--- config.mk ---
export PLATFORM = sky130hd
export DESIGN_NAME = three_band_equalizer_flat
export DESIGN_NICKNAME = d
export VERILOG_FILES = /design/src/rtl/core/tbe_pkg.sv /design/src/rtl/core/tbe_in_if.sv /design/src/rtl/core/tbe_out_if.sv /design/src/rtl/core/three_band_equalizer.sv /design/src/rtl/core/tbe_ctrl.sv /design/src/rtl/core/tbe_datapath.sv /design/src/flat_wrapper.sv
export SDC_FILE = /design/constraint.sdc
export NUM_CORES = 2
export LEC_CHECK = 0
export ABC_AREA = 1
export BUFFER_PORTS_ARGS = -buffer_cell sky130_fd_sc_hd__buf_4
export CAP_MARGIN = 25
export CORE_MARGIN = 10
export CORE_UTILIZATION = 65
export DETAILED_ROUTE_END_ITERATION = 16
export PLACE_DENSITY = 0.91
export SYNTH_ARGS = -nofsm -noshare
export SYNTH_HDL_FRONTEND = slang
export SYNTH_SLANG_ARGS = --single-unit
--- constraint.sdc ---
create_clock -name clk -period 9.9 [get_ports clk]
set_input_delay 0.99 -clock clk [delete_from_list [all_inputs] [get_ports clk]]
set_output_delay 0.99 -clock clk [all_outputs]
set_load 0.005 [all_outputs]
--- src/rtl/core/tbe_pkg.sv ---
// ----------------------------------------------------------------------------
// Three-band equalizer package
// Shared widths, payload types, register indexes and the command bundle that
// the controller sends to the datapath.
// ----------------------------------------------------------------------------
package tbe_pkg;

  localparam int SAMPLE_W = 24;
  localparam int GAIN_W   = 16;
  localparam int COEF_W   = 17;
  localparam int POLE_W   = 32;
  localparam int OPA_W    = 34;
  localparam int OPB_W    = 18;
  localparam int PROD_W   = OPA_W + OPB_W;
  localparam int ACC_W    = PROD_W + 2;

  typedef logic signed [SAMPLE_W-1:0] sample_t;
  typedef logic [GAIN_W-1:0]          gain_t;
  typedef logic [COEF_W-1:0]          coef_t;
  typedef logic signed [POLE_W-1:0]   pole_t;
  typedef logic [0:0]                 cfg_idx_t;

  localparam cfg_idx_t CFG_LOW_COEF  = 1'b0;
  localparam cfg_idx_t CFG_HIGH_COEF = 1'b1;

  localparam coef_t LOW_COEF_RST  = 17'd7549;
  localparam coef_t HIGH_COEF_RST = 17'd42586;

  typedef enum logic [2:0] {
    MUL_NONE,
    MUL_POLE,
    MUL_LOW_GAIN,
    MUL_MID_GAIN,
    MUL_HIGH_GAIN
  } mul_op_t;

  typedef struct packed {
    logic       load;
    logic       rd_en;
    logic       rd_hi;
    logic [1:0] rd_stage;
    mul_op_t    mul_op;
    logic       mul_hi;
    logic [1:0] mul_stage;
    logic       fin;
  } dp_cmd_t;

endpackage

--- src/rtl/core/tbe_in_if.sv ---
// ----------------------------------------------------------------------------
// Equalizer input channel
// Valid/ready channel carrying one sample with its channel and band gains.
// ----------------------------------------------------------------------------
interface tbe_in_if;
  import tbe_pkg::*;

  logic    valid;
  logic    ready;
  logic    channel;
  sample_t sample_in;
  gain_t   low_gain;
  gain_t   mid_gain;
  gain_t   high_gain;

  modport source (output valid, channel, sample_in, low_gain, mid_gain, high_gain,
                  input ready);
  modport sink   (input valid, channel, sample_in, low_gain, mid_gain, high_gain,
                  output ready);
endinterface

--- src/rtl/core/tbe_out_if.sv ---
// ----------------------------------------------------------------------------
// Equalizer result channel
// Valid/ready channel carrying one equalized sample and its channel.
// ----------------------------------------------------------------------------
interface tbe_out_if;
  import tbe_pkg::*;

  logic    valid;
  logic    ready;
  logic    channel_out;
  sample_t sample_out;

  modport source (output valid, channel_out, sample_out, input ready);
  modport sink   (input valid, channel_out, sample_out, output ready);
endinterface

--- src/rtl/core/three_band_equalizer.sv ---
// ----------------------------------------------------------------------------
// Three-band equalizer
// Per-channel low/mid/high split with cascaded one-pole filters and gain mix.
// ----------------------------------------------------------------------------
// Each accepted transaction runs until its result sits in the output
// register, and the input is ready again in that same cycle; one transaction
// is in flight at a time. The pace of each transaction is set by the
// single shared 34x18 multiplier, which runs the eight pole updates (low and
// high chains interleaved so each update meets its predecessor's result) and
// the three gain products in turn, fed by the one-read, one-write pole
// memory. A result waiting on the output does not block the next input, but
// the following result waits until the output register is taken. Reset
// clears all filter state and restores the default cutoff coefficients;
// coefficient writes take effect at once and belong between transactions.
module three_band_equalizer #(
  parameter int CHANNELS = 2
) (
  input  logic              clk,
  input  logic              rst_n,
  tbe_in_if.sink            in_ch,
  tbe_out_if.source         out_ch,
  input  logic              cfg_we,
  input  tbe_pkg::cfg_idx_t cfg_index,
  input  tbe_pkg::coef_t    cfg_data
);
  import tbe_pkg::*;

  dp_cmd_t cmd;

  tbe_ctrl u_ctrl (
    .clk       (clk),
    .rst_n     (rst_n),
    .in_valid  (in_ch.valid),
    .in_ready  (in_ch.ready),
    .out_valid (out_ch.valid),
    .out_ready (out_ch.ready),
    .cmd       (cmd)
  );

  tbe_datapath #(
    .CHANNELS (CHANNELS)
  ) u_datapath (
    .clk          (clk),
    .rst_n        (rst_n),
    .cmd          (cmd),
    .in_channel   (in_ch.channel),
    .in_sample    (in_ch.sample_in),
    .in_low_gain  (in_ch.low_gain),
    .in_mid_gain  (in_ch.mid_gain),
    .in_high_gain (in_ch.high_gain),
    .cfg_we       (cfg_we),
    .cfg_index    (cfg_index),
    .cfg_data     (cfg_data),
    .out_channel  (out_ch.channel_out),
    .out_sample   (out_ch.sample_out)
  );

endmodule

--- src/rtl/core/tbe_ctrl.sv ---
// ----------------------------------------------------------------------------
// Equalizer controller
// Sequences pole reads, the shared multiplier and the output register for
// one transaction at a time, and owns the result valid flag.
// ----------------------------------------------------------------------------
module tbe_ctrl (
  input  logic             clk,
  input  logic             rst_n,
  input  logic             in_valid,
  output logic             in_ready,
  output logic             out_valid,
  input  logic             out_ready,
  output tbe_pkg::dp_cmd_t cmd
);
  import tbe_pkg::*;

  typedef enum logic {ST_IDLE, ST_RUN} state_t;

  localparam logic [3:0] STEP_LAST_RD   = 4'd7;
  localparam logic [3:0] STEP_LAST_POLE = 4'd8;
  localparam logic [3:0] STEP_LOW_GAIN  = 4'd9;
  localparam logic [3:0] STEP_MID_GAIN  = 4'd10;
  localparam logic [3:0] STEP_HIGH_GAIN = 4'd11;
  localparam logic [3:0] STEP_FIN       = 4'd13;

  state_t     state_r, state_nxt;
  logic [3:0] step_r, step_nxt;
  logic [3:0] step_m1;
  logic       out_valid_r, out_valid_nxt;

  assign step_m1 = step_r - 4'd1;

  always_comb begin
    cmd           = '0;
    cmd.mul_op    = MUL_NONE;
    state_nxt     = state_r;
    step_nxt      = step_r;
    out_valid_nxt = out_valid_r && !out_ready;
    unique case (state_r)
      ST_IDLE: begin
        if (in_valid) begin
          cmd.load  = 1'b1;
          state_nxt = ST_RUN;
          step_nxt  = '0;
        end
      end
      ST_RUN: begin
        step_nxt = step_r + 4'd1;
        // prefetch the pole in the step before its multiply; chains alternate
        if (step_r <= STEP_LAST_RD) begin
          cmd.rd_en    = 1'b1;
          cmd.rd_hi    = step_r[0];
          cmd.rd_stage = step_r[2:1];
        end
        if (step_r != '0 && step_r <= STEP_LAST_POLE) begin
          cmd.mul_op    = MUL_POLE;
          cmd.mul_hi    = step_m1[0];
          cmd.mul_stage = step_m1[2:1];
        end
        case (step_r)
          STEP_LOW_GAIN:  cmd.mul_op = MUL_LOW_GAIN;
          STEP_MID_GAIN:  cmd.mul_op = MUL_MID_GAIN;
          STEP_HIGH_GAIN: cmd.mul_op = MUL_HIGH_GAIN;
          default: ;
        endcase
        if (step_r == STEP_FIN) begin
          // hold until the output register is free
          step_nxt = step_r;
          if (!out_valid_r || out_ready) begin
            cmd.fin       = 1'b1;
            out_valid_nxt = 1'b1;
            state_nxt     = ST_IDLE;
          end
        end
      end
      default: state_nxt = ST_IDLE;
    endcase
  end

  always_ff @(posedge clk) begin
    if (!rst_n) begin
      state_r     <= ST_IDLE;
      step_r      <= '0;
      out_valid_r <= 1'b0;
    end else begin
      state_r     <= state_nxt;
      step_r      <= step_nxt;
      out_valid_r <= out_valid_nxt;
    end
  end

  assign in_ready  = (state_r == ST_IDLE);
  assign out_valid = out_valid_r;

endmodule

--- src/rtl/core/tbe_datapath.sv ---
// ----------------------------------------------------------------------------
// Equalizer datapath
// Coefficient registers, per-channel delay line, pole memory, one shared
// multiplier with its update and accumulate stage, and the output register.
// ----------------------------------------------------------------------------
module tbe_datapath #(
  parameter int CHANNELS = 2
) (
  input  logic             clk,
  input  logic             rst_n,
  input  tbe_pkg::dp_cmd_t cmd,
  input  logic             in_channel,
  input  tbe_pkg::sample_t in_sample,
  input  tbe_pkg::gain_t   in_low_gain,
  input  tbe_pkg::gain_t   in_mid_gain,
  input  tbe_pkg::gain_t   in_high_gain,
  input  logic             cfg_we,
  input  tbe_pkg::cfg_idx_t cfg_index,
  input  tbe_pkg::coef_t   cfg_data,
  output logic             out_channel,
  output tbe_pkg::sample_t out_sample
);
  import tbe_pkg::*;

  localparam int CW     = (CHANNELS > 1) ? $clog2(CHANNELS) : 1;
  localparam int AW     = CW + 3;
  localparam int PDEPTH = 1 << AW;
  localparam int STEP_W = PROD_W - 16;
  localparam int SUM_W  = STEP_W + 1;
  localparam int Y_W    = ACC_W - 20;

  localparam logic signed [PROD_W-1:0] POLE_RND = PROD_W'(32768);
  localparam logic signed [ACC_W-1:0]  OUT_RND  = ACC_W'(524288);
  localparam pole_t   POLE_MAX = {1'b0, {(POLE_W-1){1'b1}}};
  localparam pole_t   POLE_MIN = {1'b1, {(POLE_W-1){1'b0}}};
  localparam sample_t SAMP_MAX = {1'b0, {(SAMPLE_W-1){1'b1}}};
  localparam sample_t SAMP_MIN = {1'b1, {(SAMPLE_W-1){1'b0}}};

  // configuration and control state
  coef_t          low_coef_r, high_coef_r;
  sample_t        hist_r [CHANNELS][3];
  logic [PDEPTH-1:0] pvld_r;
  logic           rd_vld_r;
  mul_op_t        op_r;
  logic           op_hi_r;
  logic [1:0]     op_stage_r;

  // payload
  pole_t          pole_mem [PDEPTH];
  pole_t          rd_data_r;
  logic           chan_r;
  logic [CW-1:0]  cidx_r;
  gain_t          lg_r, mg_r, hg_r;
  sample_t        d3_r;
  pole_t          low_in_r, high_in_r;
  logic signed [PROD_W-1:0] prod_r;
  pole_t          p_r;
  logic signed [ACC_W-1:0]  acc_r;
  logic           out_channel_r;
  sample_t        out_sample_r;

  logic [CW-1:0]  in_cidx;
  logic [AW-1:0]  rd_addr, wr_addr;
  pole_t          pole_q, d3_ext, xs;
  logic signed [OPA_W-1:0]  opa;
  logic signed [OPB_W-1:0]  opb;
  logic signed [PROD_W-1:0] prod;
  logic signed [PROD_W-1:0] prod_rnd;
  logic signed [STEP_W-1:0] pole_step;
  logic signed [SUM_W-1:0]  pole_sum;
  pole_t          pole_new;
  logic           pole_we;
  logic signed [ACC_W-1:0]  acc_rnd;
  logic signed [Y_W-1:0]    y_wide;
  sample_t        y;

  always_comb begin
    if (CHANNELS > 1) begin
      in_cidx = CW'(in_channel);
    end else begin
      in_cidx = '0;
    end
  end

  assign rd_addr = {cidx_r, cmd.rd_hi, cmd.rd_stage};
  assign wr_addr = {cidx_r, op_hi_r, op_stage_r};
  assign pole_q  = rd_vld_r ? rd_data_r : '0;
  assign d3_ext  = pole_t'({d3_r, 8'h00});
  assign xs      = pole_t'({in_sample, 8'h00});

  // shared multiplier operands
  always_comb begin
    opa = '0;
    opb = '0;
    case (cmd.mul_op)
      MUL_POLE: begin
        if (cmd.mul_hi) begin
          opa = OPA_W'(high_in_r) - OPA_W'(pole_q);
          opb = {1'b0, high_coef_r};
        end else begin
          opa = OPA_W'(low_in_r) - OPA_W'(pole_q);
          opb = {1'b0, low_coef_r};
        end
      end
      MUL_LOW_GAIN: begin
        opa = OPA_W'(low_in_r);
        opb = {2'b00, lg_r};
      end
      MUL_MID_GAIN: begin
        opa = OPA_W'(high_in_r) - OPA_W'(low_in_r);
        opb = {2'b00, mg_r};
      end
      MUL_HIGH_GAIN: begin
        opa = OPA_W'(d3_ext) - OPA_W'(high_in_r);
        opb = {2'b00, hg_r};
      end
      default: ;
    endcase
  end

  assign prod = opa * opb;

  // pole update: round half up, drop 16 fraction bits, saturate to 32 bits
  assign prod_rnd  = prod_r + POLE_RND;
  assign pole_step = prod_rnd[PROD_W-1:16];
  assign pole_sum  = SUM_W'(p_r) + SUM_W'(pole_step);

  always_comb begin
    if (pole_sum > SUM_W'(POLE_MAX)) begin
      pole_new = POLE_MAX;
    end else if (pole_sum < SUM_W'(POLE_MIN)) begin
      pole_new = POLE_MIN;
    end else begin
      pole_new = pole_sum[POLE_W-1:0];
    end
  end

  assign pole_we = (op_r == MUL_POLE);

  // final rounding and saturation of the weighted sum
  assign acc_rnd = acc_r + OUT_RND;
  assign y_wide  = acc_rnd[ACC_W-1:20];

  always_comb begin
    if (y_wide > Y_W'(SAMP_MAX)) begin
      y = SAMP_MAX;
    end else if (y_wide < Y_W'(SAMP_MIN)) begin
      y = SAMP_MIN;
    end else begin
      y = y_wide[SAMPLE_W-1:0];
    end
  end

  always_ff @(posedge clk) begin
    if (!rst_n) begin
      low_coef_r  <= LOW_COEF_RST;
      high_coef_r <= HIGH_COEF_RST;
      pvld_r      <= '0;
      rd_vld_r    <= 1'b0;
      op_r        <= MUL_NONE;
      op_hi_r     <= 1'b0;
      op_stage_r  <= '0;
      for (int c = 0; c < CHANNELS; c++) begin
        for (int k = 0; k < 3; k++) begin
          hist_r[c][k] <= '0;
        end
      end
    end else begin
      if (cfg_we) begin
        if (cfg_index == CFG_LOW_COEF) begin
          low_coef_r <= cfg_data;
        end else if (cfg_index == CFG_HIGH_COEF) begin
          high_coef_r <= cfg_data;
        end
      end
      if (cmd.load) begin
        hist_r[in_cidx][2] <= hist_r[in_cidx][1];
        hist_r[in_cidx][1] <= hist_r[in_cidx][0];
        hist_r[in_cidx][0] <= in_sample;
      end
      if (cmd.rd_en) begin
        rd_vld_r <= pvld_r[rd_addr];
      end
      if (pole_we) begin
        pvld_r[wr_addr] <= 1'b1;
      end
      op_r       <= cmd.mul_op;
      op_hi_r    <= cmd.mul_hi;
      op_stage_r <= cmd.mul_stage;
    end
  end

  // pole memory, one write and one registered read a cycle
  always_ff @(posedge clk) begin
    if (pole_we) begin
      pole_mem[wr_addr] <= pole_new;
    end
    if (cmd.rd_en) begin
      rd_data_r <= pole_mem[rd_addr];
    end
  end

  always_ff @(posedge clk) begin
    if (cmd.load) begin
      chan_r    <= in_channel;
      cidx_r    <= in_cidx;
      lg_r      <= in_low_gain;
      mg_r      <= in_mid_gain;
      hg_r      <= in_high_gain;
      d3_r      <= hist_r[in_cidx][2];
      low_in_r  <= xs;
      high_in_r <= xs;
    end
    if (cmd.mul_op != MUL_NONE) begin
      prod_r <= prod;
      p_r    <= pole_q;
    end
    if (pole_we) begin
      if (op_hi_r) begin
        high_in_r <= pole_new;
      end else begin
        low_in_r <= pole_new;
      end
    end
    case (op_r)
      MUL_LOW_GAIN:  acc_r <= ACC_W'(prod_r);
      MUL_MID_GAIN,
      MUL_HIGH_GAIN: acc_r <= acc_r + ACC_W'(prod_r);
      default: ;
    endcase
    if (cmd.fin) begin
      out_channel_r <= chan_r;
      out_sample_r  <= y;
    end
  end

  assign out_channel = out_channel_r;
  assign out_sample  = out_sample_r;

endmodule

--- src/flat_wrapper.sv ---
// flat-port wrapper written by rule: the top's interface ports become plain ports
module three_band_equalizer_flat import tbe_pkg::*;
#(
  parameter int CHANNELS = 2
)
  (clk, rst_n, cfg_we, cfg_index, cfg_data, in_ch_valid, in_ch_channel, in_ch_sample_in, in_ch_low_gain, in_ch_mid_gain, in_ch_high_gain, in_ch_ready, out_ch_valid, out_ch_channel_out, out_ch_sample_out, out_ch_ready);
  tbe_in_if in_ch_i ();
  tbe_out_if out_ch_i ();
  input  logic clk;
  input  logic rst_n;
  input  logic cfg_we;
  input  tbe_pkg::cfg_idx_t cfg_index;
  input  tbe_pkg::coef_t cfg_data;
  input wire logic [$bits(in_ch_i.valid)-1:0] in_ch_valid;
  input wire logic [$bits(in_ch_i.channel)-1:0] in_ch_channel;
  input wire logic [$bits(in_ch_i.sample_in)-1:0] in_ch_sample_in;
  input wire logic [$bits(in_ch_i.low_gain)-1:0] in_ch_low_gain;
  input wire logic [$bits(in_ch_i.mid_gain)-1:0] in_ch_mid_gain;
  input wire logic [$bits(in_ch_i.high_gain)-1:0] in_ch_high_gain;
  output wire logic [$bits(in_ch_i.ready)-1:0] in_ch_ready;
  output wire logic [$bits(out_ch_i.valid)-1:0] out_ch_valid;
  output wire logic [$bits(out_ch_i.channel_out)-1:0] out_ch_channel_out;
  output wire logic [$bits(out_ch_i.sample_out)-1:0] out_ch_sample_out;
  input wire logic [$bits(out_ch_i.ready)-1:0] out_ch_ready;
  assign in_ch_i.valid = in_ch_valid;
  assign in_ch_i.channel = in_ch_channel;
  assign in_ch_i.sample_in = in_ch_sample_in;
  assign in_ch_i.low_gain = in_ch_low_gain;
  assign in_ch_i.mid_gain = in_ch_mid_gain;
  assign in_ch_i.high_gain = in_ch_high_gain;
  assign in_ch_ready = in_ch_i.ready;
  assign out_ch_valid = out_ch_i.valid;
  assign out_ch_channel_out = out_ch_i.channel_out;
  assign out_ch_sample_out = out_ch_i.sample_out;
  assign out_ch_i.ready = out_ch_ready;
  three_band_equalizer #(.CHANNELS(CHANNELS)) u_core (.clk(clk), .rst_n(rst_n), .in_ch(in_ch_i), .out_ch(out_ch_i), .cfg_we(cfg_we), .cfg_index(cfg_index), .cfg_data(cfg_data));
endmodule
==> qor.yml <==
pre_cts_slack_ns: -0.00197
grt_antenna_before_repair: 3
tightest_slew_ns: 1.26
placed_area_um2: 77200
post-route-period-util: 0.969
slew_violations: 0
drt_iter0_drc: 8405
drtAntennaViolNets: 0
ys_ff_latch: 1051
first_pass_iters: 7
synth_cell_types: 70
netlist_area_um2: 74400
grt_pass1_wl_um: 356000
max_freq_mhz: 104
die_x_um: 358
finalCriticalPeriod_ns: 9.60
synth_largest_area_cell: "edfxtp_1"
routed_via_density: 6.25
grt_pass1_vias: 61300
vias: 61700
crit_top_cell: "inv_1"
crit_required_ns: 10.41
cts_tree: "yes"
crit_path_start_kind: "flop"
wl_um: 237000
clock-sinks: 1051
grt_overflow: 0
worstPathArrival_ns: 10.11
synth_edf_count: 924
p_leak_nw: 35.3
synth_top_flop_cell: "edfxtp_1"
syn_area_per_cell_um2: 9.10
multi_input_area_um2: 38000
min_path_cells: 1
min_path_type: "in2reg"
fillers: 7990
cts_buffer_depth: 3
rows: 124
root_buffer: "clkbuf_16"
insertion_delay_ns: 0.76
ys_seq_area_frac: 0.407
clkTransAtPathRegs_ns: 0.06
grt_max_degree: 264
dp.cells: 9668
fin_cells: 9881
skew_ns: 0.105
seqCellArea_um2: 30300
die_h_um: 358
timing.hold.ws_ns: 0.407
crit_family: "adder cells"
design_area_um2: 81000
cpMaxStageDelayCell: "fa_1"
maxSlewHeadroom: 0.162
setup_viol: 0
hold_violations: 0
netlist.area_leader.share: 0.373
port_buffers: 122
maxCapViolations: 0
vdd_drop_max_mv: 0.179
final_nets: 9224
dp_hpwl_um: 172000
reg2reg_depth: 39
final.setup.tns_ns: 0
crit_buf_inv: 9
syn_inst: 8174
io-pin-count: 123
power_density_nw_per_um2: 140
end_kind: "flop"
initial_utilization: 0.653
synth.most_common_cell: "nand2_1"
htree_levels: 3
num_antenna_cells: 0
synth_nets: 9119
numCtsBuffers: 104
cp.depth: 39
hold_start: "in_ch_low_gain[5]"
final_core_util: 0.710
synth.area.top_cells: "edfxtp_1 (37%), fa_1 (15%), nand2_1 (8.5%)"
core_um2: 114000
slowest_delay_ns: 0.53
gp_congestion: 1.10
ys_top_cells_by_count: "nand2_1 (1,688), inv_1 (1,333), edfxtp_1 (924)"
status: "completed"
synth_warnings: 0
worst_slack_ns: 0.304
route.detailed.drc: 0
r2r-start: "u_core.u_ctrl.step_r[1]"
async_flop_share: 0
crit_type: "reg2reg"
total_power_mw: 11.3
critPathMaxFanout: 9
fp.dieArea_um2: 128000
syn2layout_area_growth_pct: 8.83
track_usage: 0.362
drive_gt1_frac: 0.0784
worstSetupStartpoint: "u_core.u_ctrl.step_r[1]"
wl_per_cell_um: 24.0
## metal layers
metal,global-route usage,wire (µm),vias up
met5,0,23,-
met4,0.210,17100,4
met3,0.0894,29900,1084
met2,0.571,107000,4657
met1,0.454,82700,29000
li1,-,-,27000
## final timing paths
check,endpoint,slack (ns)
worst min register to register,u_core.u_datapath.low_coef_r[2],0.46
worst max register to register,u_core.u_datapath.prod_r[33],0.30
worst min-delay path,u_core.u_datapath.lg_r[5],0.41
worst max-delay path,u_core.u_datapath.prod_r[33],0.30
## cells by family (layout without fill, tap and decap cells)
kind of cell               after synthesis  count (layout)  share of synthesized area
and+or+nand+nor                       3112            3112                      0.172
DFF                                   1051            1051                      0.407
xor gates and xnor gates               174             174                     0.0206
buffers and inverters                 1638            1833                     0.0862
adders and majority gates              849             849                      0.198
muxes                                  130             130                     0.0175
AOI/OAI and AO/OA                     1220            1220                     0.0994
## registers in the layout, indices dropped and copies added (netlist names), 2 cells and up
signal and count:
u_core.u_datapath.pole_mem 512, u_core.u_datapath.hist_r 144, u_core.u_datapath.acc_r 54, u_core.u_datapath.prod_r 52, u_core.u_datapath.high_in_r 32, u_core.u_datapath.low_in_r 32
u_core.u_datapath.p_r 32, u_core.u_datapath.rd_data_r 32, u_core.u_datapath.d3_r 24, u_core.u_datapath.out_sample 24, u_core.u_datapath.high_coef_r 17, u_core.u_datapath.low_coef_r 17
u_core.u_datapath.hg_r 16, u_core.u_datapath.lg_r 16, u_core.u_datapath.mg_r 16, u_core.u_datapath.pvld_r 16, u_core.u_ctrl.step_r 4, u_core.u_datapath.op_r 3
u_core.u_datapath.op_stage_r 2
## report_power, final
group	switching (mW)	total, mW	internal (mW)
Sequential	0.0996	5.19	5.09
Combinational	1.51	2.07	0.567
Clock	1.80	4.04	2.24
Total	3.40	11.3	7.90
## worst reg2reg max path: cells and delay by family (launching register included)
kind,cells,cell delay [ns]
and+or+nand+nor,12,1.85
adders and majority gates,9,3.89
AOI/OAI and AO/OA,8,1.98
buffers and inverters,9,1.05
xor gates and xnor gates,1,0.27
DFF,1,0.34
## cells in the final DEF, fill, tap and decap left out, types with 26 or more instances in the layout
cell / netlist / layout
a31oi_1: 28 / 28
edfxtp_1: 924 / 924
nand4_1: 50 / 50
nand2_1: 1688 / 1683
a21oi_1: 304 / 301
ha_1: 305 / 305
buf_4: 24 / 257
nor2_4: 4 / 27
nor4_1: 31 / 30
o211ai_1: 50 / 50
inv_1: 1333 / 1328
or2_2: 31 / 31
fa_1: 544 / 543
o21bai_1: 31 / 31
nor2_1: 893 / 868
a21o_1: 29 / 29
a31o_2: 48 / 48
mux2i_1: 130 / 130
xor2_1: 116 / 116
dfxtp_1: 127 / 125
o221ai_1: 109 / 109
clkbuf_16: 0 / 107
nor3_1: 60 / 59
o21ai_1: 23 / 29
inv_2: 26 / 26
nand3_1: 282 / 281
xnor2_1: 57 / 57
o21ai_0: 489 / 477
clkbuf_1: 152 / 28
## layout make-up
cell class	count	share of cell area
sequential	1051	0.374
timing repair buffer	269	0.0267
multi-input combinational	5485	0.469
clock inverter	53	0.00726
inverter	1368	0.0636
tap	1512	0.0234
clock buffer	143	0.0356
## timing repair
action,CTS,global route
endpoints found under the setup margin,5,30
pin swaps,0,5
resized for setup,1,38
buffers inserted,0,15
hold buffers,0,0
hold endpoints to repair,0,0
Power figures use the tool's default switching activity.
